--- config.mk ---
export PLATFORM = sky130hd
export DESIGN_NAME = ascii85_stream_encoder
export DESIGN_NICKNAME = d
export VERILOG_FILES = /design/src/a85_pkg.sv /design/src/a85_front.sv /design/src/a85_fifo.sv /design/src/a85_conv.sv /design/src/a85_emit.sv /design/src/ascii85_stream_encoder.sv
export SDC_FILE = /design/constraint.sdc
export NUM_CORES = 1
export LEC_CHECK = 0
export ABC_AREA = 1
export BUFFER_PORTS_ARGS = -buffer_cell sky130_fd_sc_hd__buf_2
export CORE_ASPECT_RATIO = 0.75
export CORE_MARGIN = 2
export CORE_UTILIZATION = 50
export CTS_CLUSTER_DIAMETER = 30
export DETAILED_ROUTE_END_ITERATION = 16
export PLACE_DENSITY = 0.65
export SLEW_MARGIN = 15
export SYNTH_ARGS = -nofsm -noshare
export SYNTH_HDL_FRONTEND = slang
export SYNTH_SLANG_ARGS = --single-unit
--- constraint.sdc ---
create_clock -name clk_i -period 16.7 [get_ports clk_i]
set_input_delay 0.835 -clock clk_i [delete_from_list [all_inputs] [get_ports clk_i]]
set_output_delay 0.835 -clock clk_i [all_outputs]
set_load 0.1 [all_outputs]
--- src/a85_pkg.sv ---
// a85_pkg: shared types and constants for the ASCII85 stream encoder.
// Used by every module under src; no dependencies.
`default_nettype none

package a85_pkg;

  // character codes
  localparam logic [6:0] CHAR_BANG  = 7'h21;  // digit zero
  localparam logic [6:0] CHAR_Z     = 7'h7A;  // all-zero group
  localparam logic [6:0] CHAR_TILDE = 7'h7E;
  localparam logic [6:0] CHAR_GT    = 7'h3E;

  // x / 85 == (x * RECIP85) >> RECIP_SHIFT, exact for every 32-bit x
  localparam logic [31:0] RECIP85     = 32'hC0C0C0C1;
  localparam int          RECIP_SHIFT = 38;
  localparam int          QUO_W       = 64 - RECIP_SHIFT;

  localparam logic [1:0] LAST_DIV = 2'd3;  // four divisions give five digits

  typedef struct packed {
    logic [7:0] data_byte;
    logic       final_byte;
  } a85_in_t;

  typedef struct packed {
    logic [6:0] out_char;
    logic       end_of_run;
  } a85_out_t;

  // one group to encode, as classified by the front end
  typedef struct packed {
    logic [31:0] value;  // zero-padded big-endian group
    logic        zero;   // emit 'z' instead of digits
    logic [2:0]  ndig;   // digits kept, 2..5
    logic        fin;    // append the terminator
  } a85_job_t;

  // converted group, digits most significant first
  typedef struct packed {
    logic [0:4][6:0] dig;
    logic            zero;
    logic [2:0]      ndig;
    logic            fin;
  } a85_digits_t;

  typedef enum logic [1:0] {
    CV_IDLE,
    CV_MUL,
    CV_SUB,
    CV_DONE
  } conv_state_e;

endpackage

`default_nettype wire

--- src/a85_front.sv ---
// a85_front: accepts input beats, packs bytes into groups and issues one
// job per complete or final group. Depends on a85_pkg.
`default_nettype none

module a85_front (
  input  wire logic               clk_i,
  input  wire logic               rst_ni,
  input  wire logic               in_valid_i,
  input  wire a85_pkg::a85_in_t   in_data_i,
  output      logic               in_stall_o,
  input  wire logic               full_i,
  output      logic               push_o,
  output      a85_pkg::a85_job_t  job_o
);

  logic [23:0] grp_q, grp_d;
  logic [1:0]  cnt_q, cnt_d;
  logic        accept;
  logic        full_grp;
  logic [31:0] packed_v;

  assign in_stall_o = full_i;
  assign accept     = in_valid_i & ~full_i;
  assign full_grp   = (cnt_q == 2'd3);
  assign packed_v   = {grp_q, in_data_i.data_byte};
  assign push_o     = accept & (full_grp | in_data_i.final_byte);

  always_comb begin
    job_o.fin  = in_data_i.final_byte;
    job_o.zero = 1'b0;
    case (cnt_q)
      2'd0: begin
        job_o.value = {in_data_i.data_byte, 24'h0};
        job_o.ndig  = 3'd2;
      end
      2'd1: begin
        job_o.value = {grp_q[7:0], in_data_i.data_byte, 16'h0};
        job_o.ndig  = 3'd3;
      end
      2'd2: begin
        job_o.value = {grp_q[15:0], in_data_i.data_byte, 8'h0};
        job_o.ndig  = 3'd4;
      end
      default: begin
        job_o.value = packed_v;
        job_o.ndig  = 3'd5;
        job_o.zero  = (packed_v == 32'h0);
      end
    endcase
  end

  always_comb begin
    grp_d = grp_q;
    cnt_d = cnt_q;
    if (accept) begin
      if (full_grp || in_data_i.final_byte) begin
        grp_d = 24'h0;
        cnt_d = 2'd0;
      end else begin
        grp_d = {grp_q[15:0], in_data_i.data_byte};
        cnt_d = cnt_q + 2'd1;
      end
    end
  end

  always_ff @(posedge clk_i or negedge rst_ni) begin
    if (!rst_ni) begin
      grp_q <= 24'h0;
      cnt_q <= 2'd0;
    end else begin
      grp_q <= grp_d;
      cnt_q <= cnt_d;
    end
  end

endmodule

`default_nettype wire

--- src/a85_fifo.sv ---
// a85_fifo: two-entry job queue between the front end and the converter.
// Depends on a85_pkg.
`default_nettype none

module a85_fifo (
  input  wire logic               clk_i,
  input  wire logic               rst_ni,
  input  wire logic               push_i,
  input  wire a85_pkg::a85_job_t  job_i,
  output      logic               full_o,
  input  wire logic               pop_i,
  output      logic               valid_o,
  output      a85_pkg::a85_job_t  job_o
);

  a85_pkg::a85_job_t mem_q [2];
  logic       wr_q, rd_q;
  logic [1:0] cnt_q, cnt_d;
  logic       do_pop;

  assign full_o  = (cnt_q == 2'd2);
  assign valid_o = (cnt_q != 2'd0);
  assign job_o   = mem_q[rd_q];
  assign do_pop  = pop_i & valid_o;

  always_comb begin
    cnt_d = cnt_q;
    if (push_i && !do_pop) begin
      cnt_d = cnt_q + 2'd1;
    end else if (do_pop && !push_i) begin
      cnt_d = cnt_q - 2'd1;
    end
  end

  always_ff @(posedge clk_i) begin
    if (push_i) begin
      mem_q[wr_q] <= job_i;
    end
  end

  always_ff @(posedge clk_i or negedge rst_ni) begin
    if (!rst_ni) begin
      wr_q  <= 1'b0;
      rd_q  <= 1'b0;
      cnt_q <= 2'd0;
    end else begin
      cnt_q <= cnt_d;
      if (push_i) begin
        wr_q <= ~wr_q;
      end
      if (do_pop) begin
        rd_q <= ~rd_q;
      end
    end
  end

endmodule

`default_nettype wire

--- src/a85_conv.sv ---
// a85_conv: turns a job into five base-85 digits with one shared
// divide-by-85 unit (reciprocal multiply, then remainder). Depends on a85_pkg.
`default_nettype none

module a85_conv (
  input  wire logic                  clk_i,
  input  wire logic                  rst_ni,
  input  wire logic                  job_valid_i,
  input  wire a85_pkg::a85_job_t     job_i,
  output      logic                  job_pop_o,
  output      logic                  dig_valid_o,
  output      a85_pkg::a85_digits_t  dig_o,
  input  wire logic                  dig_ready_i
);

  a85_pkg::conv_state_e        st_q, st_d;
  a85_pkg::a85_digits_t        rec_q;
  logic [31:0]                 val_q;
  logic [a85_pkg::QUO_W-1:0]   quo_q;
  logic [1:0]                  div_q;
  logic [63:0]                 prod;
  logic [6:0]                  rem;
  logic                        take;
  logic                        hand_off;

  // low seven bits suffice: the true remainder is below 85
  assign prod = 64'(val_q) * 64'(a85_pkg::RECIP85);
  assign rem  = val_q[6:0] - ({quo_q[0], 6'b0} + {quo_q[2:0], 4'b0}
                              + {quo_q[4:0], 2'b0} + quo_q[6:0]);

  // control outputs
  always_comb begin
    hand_off = (st_q == a85_pkg::CV_DONE) & dig_ready_i;
    take     = job_valid_i & ((st_q == a85_pkg::CV_IDLE) | hand_off);
  end

  assign job_pop_o   = take;
  assign dig_valid_o = (st_q == a85_pkg::CV_DONE);
  assign dig_o       = rec_q;

  // next state
  always_comb begin
    st_d = st_q;
    case (st_q)
      a85_pkg::CV_IDLE: begin
        if (take) begin
          st_d = job_i.zero ? a85_pkg::CV_DONE : a85_pkg::CV_MUL;
        end
      end
      a85_pkg::CV_MUL: begin
        st_d = a85_pkg::CV_SUB;
      end
      a85_pkg::CV_SUB: begin
        st_d = (div_q == a85_pkg::LAST_DIV) ? a85_pkg::CV_DONE : a85_pkg::CV_MUL;
      end
      a85_pkg::CV_DONE: begin
        if (take) begin
          st_d = job_i.zero ? a85_pkg::CV_DONE : a85_pkg::CV_MUL;
        end else if (hand_off) begin
          st_d = a85_pkg::CV_IDLE;
        end
      end
      default: begin
        st_d = a85_pkg::CV_IDLE;
      end
    endcase
  end

  always_ff @(posedge clk_i or negedge rst_ni) begin
    if (!rst_ni) begin
      st_q  <= a85_pkg::CV_IDLE;
      div_q <= 2'd0;
    end else begin
      st_q <= st_d;
      if (take) begin
        div_q <= 2'd0;
      end else if (st_q == a85_pkg::CV_SUB) begin
        div_q <= div_q + 2'd1;
      end
    end
  end

  // datapath; digits arrive least significant first
  always_ff @(posedge clk_i) begin
    if (take) begin
      val_q      <= job_i.value;
      rec_q.zero <= job_i.zero;
      rec_q.ndig <= job_i.ndig;
      rec_q.fin  <= job_i.fin;
    end else if (st_q == a85_pkg::CV_MUL) begin
      quo_q <= prod[63:a85_pkg::RECIP_SHIFT];
    end else if (st_q == a85_pkg::CV_SUB) begin
      val_q <= 32'(quo_q);
      rec_q.dig[3'd4 - {1'b0, div_q}] <= rem;
      if (div_q == a85_pkg::LAST_DIV) begin
        rec_q.dig[0] <= quo_q[6:0];
      end
    end
  end

`ifndef SYNTHESIS
  a_rem_range: assert property (@(posedge clk_i) disable iff (!rst_ni)
    st_q == a85_pkg::CV_SUB |-> rem < 7'd85)
    else $error("remainder out of base-85 range");

  a_top_digit: assert property (@(posedge clk_i) disable iff (!rst_ni)
    (st_q == a85_pkg::CV_SUB && div_q == a85_pkg::LAST_DIV) |-> quo_q < 85)
    else $error("leading digit out of base-85 range");

  a_hold_done: assert property (@(posedge clk_i) disable iff (!rst_ni)
    (st_q == a85_pkg::CV_DONE && !dig_ready_i) |=>
      (st_q == a85_pkg::CV_DONE && $stable(rec_q)))
    else $error("converted group changed before hand-off");
`endif

endmodule

`default_nettype wire

--- src/a85_emit.sv ---
// a85_emit: walks a converted group out as characters, one per cycle while
// the output is not stalled, through a registered output stage. Depends on a85_pkg.
`default_nettype none

module a85_emit (
  input  wire logic                  clk_i,
  input  wire logic                  rst_ni,
  input  wire logic                  dig_valid_i,
  input  wire a85_pkg::a85_digits_t  dig_i,
  output      logic                  dig_ready_o,
  output      logic                  out_valid_o,
  output      a85_pkg::a85_out_t     out_data_o,
  input  wire logic                  out_stall_i
);

  a85_pkg::a85_digits_t rec_q;
  a85_pkg::a85_out_t    out_q, out_d;
  logic       busy_q;
  logic       out_valid_q;
  logic [2:0] pos_q;
  logic [2:0] body;
  logic [2:0] len;
  logic [6:0] dig;
  logic       fire;
  logic       last;
  logic       take;

  assign body = rec_q.zero ? 3'd1 : rec_q.ndig;
  assign len  = body + (rec_q.fin ? 3'd2 : 3'd0);
  assign last = (pos_q == len - 3'd1);
  assign fire = busy_q & (~out_valid_q | ~out_stall_i);
  assign take = dig_valid_i & (~busy_q | (fire & last));

  assign dig_ready_o = take;
  assign out_valid_o = out_valid_q;
  assign out_data_o  = out_q;

  always_comb begin
    case (pos_q)
      3'd0:    dig = rec_q.dig[0];
      3'd1:    dig = rec_q.dig[1];
      3'd2:    dig = rec_q.dig[2];
      3'd3:    dig = rec_q.dig[3];
      3'd4:    dig = rec_q.dig[4];
      default: dig = 7'd0;
    endcase
  end

  always_comb begin
    out_d.end_of_run = last;
    if (pos_q < body) begin
      out_d.out_char = rec_q.zero ? a85_pkg::CHAR_Z : a85_pkg::CHAR_BANG + dig;
    end else if (pos_q == body) begin
      out_d.out_char = a85_pkg::CHAR_TILDE;
    end else begin
      out_d.out_char = a85_pkg::CHAR_GT;
    end
  end

  always_ff @(posedge clk_i or negedge rst_ni) begin
    if (!rst_ni) begin
      busy_q      <= 1'b0;
      out_valid_q <= 1'b0;
      pos_q       <= 3'd0;
    end else begin
      out_valid_q <= fire | (out_valid_q & out_stall_i);
      if (take) begin
        busy_q <= 1'b1;
        pos_q  <= 3'd0;
      end else if (fire) begin
        pos_q <= pos_q + 3'd1;
        if (last) begin
          busy_q <= 1'b0;
        end
      end
    end
  end

  always_ff @(posedge clk_i) begin
    if (take) begin
      rec_q <= dig_i;
    end
    if (fire) begin
      out_q <= out_d;
    end
  end

`ifndef SYNTHESIS
  a_pos_bound: assert property (@(posedge clk_i) disable iff (!rst_ni)
    busy_q |-> pos_q < len)
    else $error("character position past end of group");

  a_char_range: assert property (@(posedge clk_i) disable iff (!rst_ni)
    out_valid_q |-> (out_q.out_char >= 7'd33 && out_q.out_char <= 7'd126))
    else $error("emitted character outside printable range");

  a_no_overrun: assert property (@(posedge clk_i) disable iff (!rst_ni)
    (take && busy_q) |-> (fire && last))
    else $error("new group loaded before previous one finished");
`endif

endmodule

`default_nettype wire

--- src/ascii85_stream_encoder.sv ---
// ascii85_stream_encoder: top level of the ASCII85 byte-stream encoder.
// Depends on a85_pkg, a85_front, a85_fifo, a85_conv and a85_emit.
`default_nettype none

// Bytes enter one per beat with a last-byte flag and are packed big-endian
// into four-byte groups; each complete group comes out as 'z' (all zero) or
// five base-85 digits, a short final group as its byte count plus one
// digits, and the stream closes with '~' then '>'. end_of_run marks the
// last character caused by an input byte. The input side takes a byte every
// cycle until its two-entry group queue fills; a byte that completes no
// group causes no output. Each group then passes the shared divide-by-85
// unit: four divisions of a multiply and a subtract state each, then a done
// state for hand-off that can take the next group; an all-zero group skips
// the divider. Characters leave one per cycle from a registered output stage
// while the output is not stalled.
module ascii85_stream_encoder (
  input  wire logic               clk_i,
  input  wire logic               rst_ni,
  input  wire logic               in_valid_i,
  input  wire a85_pkg::a85_in_t   in_data_i,
  output      logic               in_stall_o,
  output      logic               out_valid_o,
  output      a85_pkg::a85_out_t  out_data_o,
  input  wire logic               out_stall_i
);

  a85_pkg::a85_job_t    push_job;
  a85_pkg::a85_job_t    head_job;
  a85_pkg::a85_digits_t digits;
  logic push;
  logic full;
  logic pop;
  logic head_valid;
  logic dig_valid;
  logic dig_ready;

  a85_front u_front (
    .clk_i      (clk_i),
    .rst_ni     (rst_ni),
    .in_valid_i (in_valid_i),
    .in_data_i  (in_data_i),
    .in_stall_o (in_stall_o),
    .full_i     (full),
    .push_o     (push),
    .job_o      (push_job)
  );

  a85_fifo u_fifo (
    .clk_i   (clk_i),
    .rst_ni  (rst_ni),
    .push_i  (push),
    .job_i   (push_job),
    .full_o  (full),
    .pop_i   (pop),
    .valid_o (head_valid),
    .job_o   (head_job)
  );

  a85_conv u_conv (
    .clk_i       (clk_i),
    .rst_ni      (rst_ni),
    .job_valid_i (head_valid),
    .job_i       (head_job),
    .job_pop_o   (pop),
    .dig_valid_o (dig_valid),
    .dig_o       (digits),
    .dig_ready_i (dig_ready)
  );

  a85_emit u_emit (
    .clk_i       (clk_i),
    .rst_ni      (rst_ni),
    .dig_valid_i (dig_valid),
    .dig_i       (digits),
    .dig_ready_o (dig_ready),
    .out_valid_o (out_valid_o),
    .out_data_o  (out_data_o),
    .out_stall_i (out_stall_i)
  );

endmodule

`default_nettype wire

; Yosys cells after proc, flatten, opt, wreduce, memory -nomap -nowiden
; Memory sizes are Yosys's and may differ from the RTL's.
; Cells that the tools add are included.
[totals]
n_memories = 1
ff_bits = 185
word_cells = 144
output_inout_bits = 10
ram_bits = 74
[memory_table]
columns = name, words, width, rd, rd_ports_with_merged_regs, write_ports, line_no
row1 = u_fifo.mem_q, 2, 37, 1, 0, 1, a85_fifo.sv:16  ; a85_pkg::a85_job_t mem_q [2];
[classes]
n_lt_le_gt_ge = 3
mux = 35
add_sub_neg = 13
eq_ne = 17
reduce_logical = 21
bitwise = 23
n_mul = 1
[op_table]
columns = op, count
row1 = 32-bit two-way mux, 3
row2 = 32-bit case mux with 3 select lines, 1
row3 = 32-bit by 32-bit multiplier with 64-bit output (second input constant), 1
row4 = 35-bit bitwise mux, 1
row5 = 7-bit two-way mux, 5
row6 = 7-bit case mux with 5 select lines, 1
row7 = 32-bit logical NOT, 1
row8 = 24-bit two-way mux, 1
row9 = 2-bit two-way mux, 11
row10 = 7-bit adder, 3
row11 = 7-bit demux with 3-bit select, 1
row12 = 2-bit == test (second input constant), 6
row13 = 2-bit nonzero test, 5
row14 = 1-bit bitwise AND, 9
row15 = 3-bit two-way mux, 3
row16 = 3-bit case mux with 3 select lines, 1
row17 = 1-bit inverter, 8
row18 = 2-bit case mux with 4 select lines, 1
row19 = 2-bit AND reduction, 4
row20 = 6-bit by 7-bit adder with 7-bit output (first input constant), 1
row21 = 7-bit subtractor, 1
row22 = 2-bit by 1-bit adder with 2-bit output (second input constant), 3
row23 = 3-bit by 2-bit == test with 1-bit output (second input constant), 2
row24 = 3-bit == test, 2
row25 = other kinds (23), 38

; Longest topological paths before layout
[depth]
word_depth = 14
mapped_depth = 25

; By module
; From an unflattened synthesis, not the netlist that was laid out.
[unflattened]
hier_cells = 2469
area_unflattened_um2 = 22811.9
[by_module_without_submodules]
columns = module, cells_each, area_per_inst_um2, instances
row1 = a85_conv, 1819, 15811.4, 1
row2 = a85_fifo, 221, 2922.8, 1
row3 = a85_emit, 201, 2366.0, 1
row4 = a85_front, 228, 1711.6, 1

; Worst setup path before layout
; OpenSTA, ideal clock, no wires.
[synth_path]
path_type = reg-to-reg
from = register u_conv.val_q[2]
to = register u_conv.quo_q[24] (netlist name) (data pin)
setup_ps = 252
n_path_buf = 0
period_less_slack_ps = 5586
arrival_time_ps = 5334
path_slack_ps = 11114
path_stages_with_launch = 21
cell_sequence = edfxtp_1 > ha_1 > ha_1 > fa_1 > fa_1 > inv_1 > fa_1 > fa_1 > fa_1 > inv_1 > ha_1 > ha_1 > nand2_1 > nor2_1 > inv_1 > nor2_1 > inv_1 > nor4_1 > nand2_1 > nand3_1 > nand2_1
[synth_between]
elab_chain_len = 1
[synth_lines]
columns = item, line_no
row1 = from (decl), a85_conv.sv:18  ; logic [31:0] val_q;
row2 = from (signal assigned), a85_conv.sv:86  ; val_q <= job_i.value;
row3 = from (signal assigned), a85_conv.sv:93  ; val_q <= 32'(quo_q);
row4 = 32-bit by 32-bit multiplier with 64-bit output, a85_conv.sv:27  ; assign prod = 64'(val_q) * 64'(a85_pkg::RECIP85);
row5 = via u_conv.prod[62], a85_conv.sv:21  ; logic [63:0] prod;
row6 = to (signal assigned), a85_conv.sv:91  ; quo_q <= prod[63:a85_pkg::RECIP_SHIFT];
row7 = to (decl), a85_conv.sv:19  ; logic [a85_pkg::QUO_W-1:0] quo_q;
; The timed path passes the listed nets, and every way through them passes these cells.
; A chain may end at the register's enable or synchronous reset.

; Worst setup path after layout
[layout_path]
from = register u_conv.val_q[6]
to = register u_conv.quo_q[14] (netlist name) (data pin)
; The elaborated chain is that of the path after synthesis.

==> out/summary.txt <==
Reg area -> 7580 sq um
H-tree depth -> 2
Global Route Usage Sum -> 28.5%
core area -> 44,600 sq um
post_cts resized -> 0
RSZ-0062 raised after global routing -> false
Setup TNS -> 0 ns
final WL -> 65.5 mm
Final Wtd Congestion -> 1.02
die area -> 46,900 sq um
Final Hold Viols -> 0
flops & latches, synth -> 259
crit end category -> register
Clock Pin Slew Worst Setup and Hold Paths -> 0.05 ns
syn nets -> 2,952
Critical Path Source Type -> register
ys async rst share -> 15.1%
fin crit share -> 42.0%
MaxCap Viol Count -> 0
Detail Route Antenna Nets -> 0
Seq/Total Area, Yosys -> 33.6%
achievable frequency -> 143 MHz
Fin Hold WS -> 0.373 ns
Root Driver -> clkbuf_16
CP Max Fanout -> 4
mux contribution to synthesized area -> 0%
vias in the first global route -> 16,576
worst path required time -> 16.97 ns
synth warn -> 0
fin nets -> 3,015
relative slew slack -> 26.0%
first-pass GRT wire length -> 99.3 mm
Max Buffers Root-to-Sink -> 3
row count -> 67
Critical Path AT -> 7.28 ns
Setup Crit Path Kind -> reg2reg
Die Y-Extent -> 188 microns
Buf/Inv on CP -> 5
grt total ovfl -> 0
Top FF cell, synth -> edfxtp_1
Cell Area, Synth -> 22,600 sq um
Pre-Repair DR Iteration Count -> 6
distinct cell type count after synthesis -> 44
post-layout util -> 57.0%
DP HPWL -> 54.3 mm
IO buf count -> 22
1st-iter DRT viols -> 1,561
TritonCTS Sinks -> 259
Clk Latency, worst-skew pair -> 0.61 ns
Die W -> 249 microns
area delta synth->final -> 12.5%
status -> finished clean
CTS tree -> done
Avg Cell Area, Syn -> 9.34 sq um
antenna violations before repair -> 0
Synth Area in Compound Gates -> 7.69%
Crit-path slowest cell -> a21boi_0
number of fill cells in the layout -> 3,888
Post CTS Setup Buffer Count -> 0
Routed wire per std cell -> 21.0 microns
Syn Inst Count -> 2,417
critical path's top delay family -> adder cells
CTS Buf Count -> 56
area occupied by multi-input gates -> 12,700 sq um
Hold Path Class -> in2async
via density per instance -> 5.39
XOR/XNOR Fraction of Synth Area -> 0.970%
vias after detailed routing -> 16,781
max-slew violations -> 0
Initial Utilization -> 50.6%
Post-synth EDFFs -> 220
Final Setup Violations -> 0
IO Pins -> 23
antenna fix cells -> 0
share of cells above drive strength 1 -> 6.05%
Worst-Margin Slew -> 1.11 ns
fin crit period -> 7.01 ns
largest family of logic cells by synthesized area -> adder cells
largest net degree at the start of global routing -> 56
CP max stage delay -> 0.69 ns
Adder-Cell Fraction of Synth Area -> 34.6%
clock skew -> 0.0481 ns
simple-gate area share of the yosys netlist -> 13.1%
critical-path cell list -> ha_1 > ha_1 > inv_1 > fa_1 > inv_1 > fa_1 > inv_1 > fa_1 > fa_1 > fa_1 > inv_1 > ha_1 > ha_1 > a21oi_1 > o21ai_0 > inv_1 > o21bai_1 > a21boi_0 > nand3_1 > nand2_1 > nand2_1
hold buffer count at CTS -> 0
DRC viols -> 0
-- per-stage QoR --
| step | cell area, sq um | worst slack, ns | cells |
|---|---|---|---|
| 2_1_floorplan | 22600 | 11.11 | 2417 |
| 3_3_place_gp | 23400 | 9.95 | 3007 |
| 3_5_place_dp | 23400 | 10.02 | 3007 |
| 4_1_cts | 25400 | 9.95 | 3113 |
| 5_1_grt | 25400 | 9.56 | 3114 |
| 6_report | 25400 | 9.69 | 3114 |
-- per-layer routing --
metal	routed length (microns)	track usage, %	up-vias
met5	289	4.59	-
met4	1150	5.98	6
met3	7780	11.5	71
met2	24800	36.3	654
met1	31500	43.9	8081
li1	-	-	7969
-- cells in the mapped netlist (14+ instances only) --
master    number  area (sq um)
nand2_1      398          1490
o21a_1        24           180
ha_1         351          4390
o21ai_0       83           415
xor2_1        14           123
a21oi_1      103           515
nand4_1       22           138
fa_1         171          3420
nor3_1        16          80.1
inv_1        567          2130
edfxtp_1     220          6610
clkbuf_1      15          56.3
or2_2         14          87.6
o22ai_1       37           231
dfrtp_1       39           976
nand3_1       61           305
nor2_1       181           679
-- cell families after synthesis --
logic type               Yosys count
XOR/XNOR                          25
AO/OA/AOI/OAI                    299
buffers and inverters            597
adder cells (fa/ha/maj)          522
AND/OR/NAND/NOR                  715
flip-flops                       259
-- placed cells by master (no fill, tap or decap), types with 16 or more instances in the layout --
cell type	count
edfxtp_1	220
nor2_1	177
nor3_1	16
o22ai_1	37
inv_1	567
nand2_1	398
o21ai_0	83
o21a_1	24
nand4_1	22
clkbuf_16	56
fa_1	171
a21oi_1	103
dfrtp_1	39
nand3_1	61
ha_1	351
buf_2	22
-- area by class of cell --
type	count	area share, %
Multi-Input combinational cell	1561	50.2
Clock buffer	67	5.80
Sequential cell	259	29.9
Timing Repair Buffer	29	0.690
Inverter	573	8.47
Tap cell	586	2.89
Clock inverter	39	2.13
-- path summary, 6_finish.rpt --
check / cells past startpoint / slack (ns) / from / end
max in group asynchronous: 1 / 15.70 / rst_ni / u_front.grp_q[6]
min: 1 / 0.37 / rst_ni / u_emit.pos_q[0]
min reg2reg: 0 / 0.40 / u_conv.dig_o[8] / u_emit.rec_q[8]
min in group clk_i: 0 / 0.40 / u_conv.dig_o[8] / u_emit.rec_q[8]
max: 21 / 9.69 / u_conv.val_q[6] / u_conv.quo_q[14]
max reg2reg: 21 / 9.69 / u_conv.val_q[6] / u_conv.quo_q[14]
-- sequential cells by signal, summed over array words and instances (netlist names), 3 cells and up --
name	flops
u_conv.val_q	32
u_conv.quo_q	26
u_emit.rec_q	40
u_emit.pos_q	3
u_emit.out_data_o	8
u_front.grp_q	24
u_conv.dig_o	40
u_fifo.mem_q	74
Power is left out: the tool's default activity adds up to more than one toggle a clock period on the data nets, which glitch-free logic cannot reach.
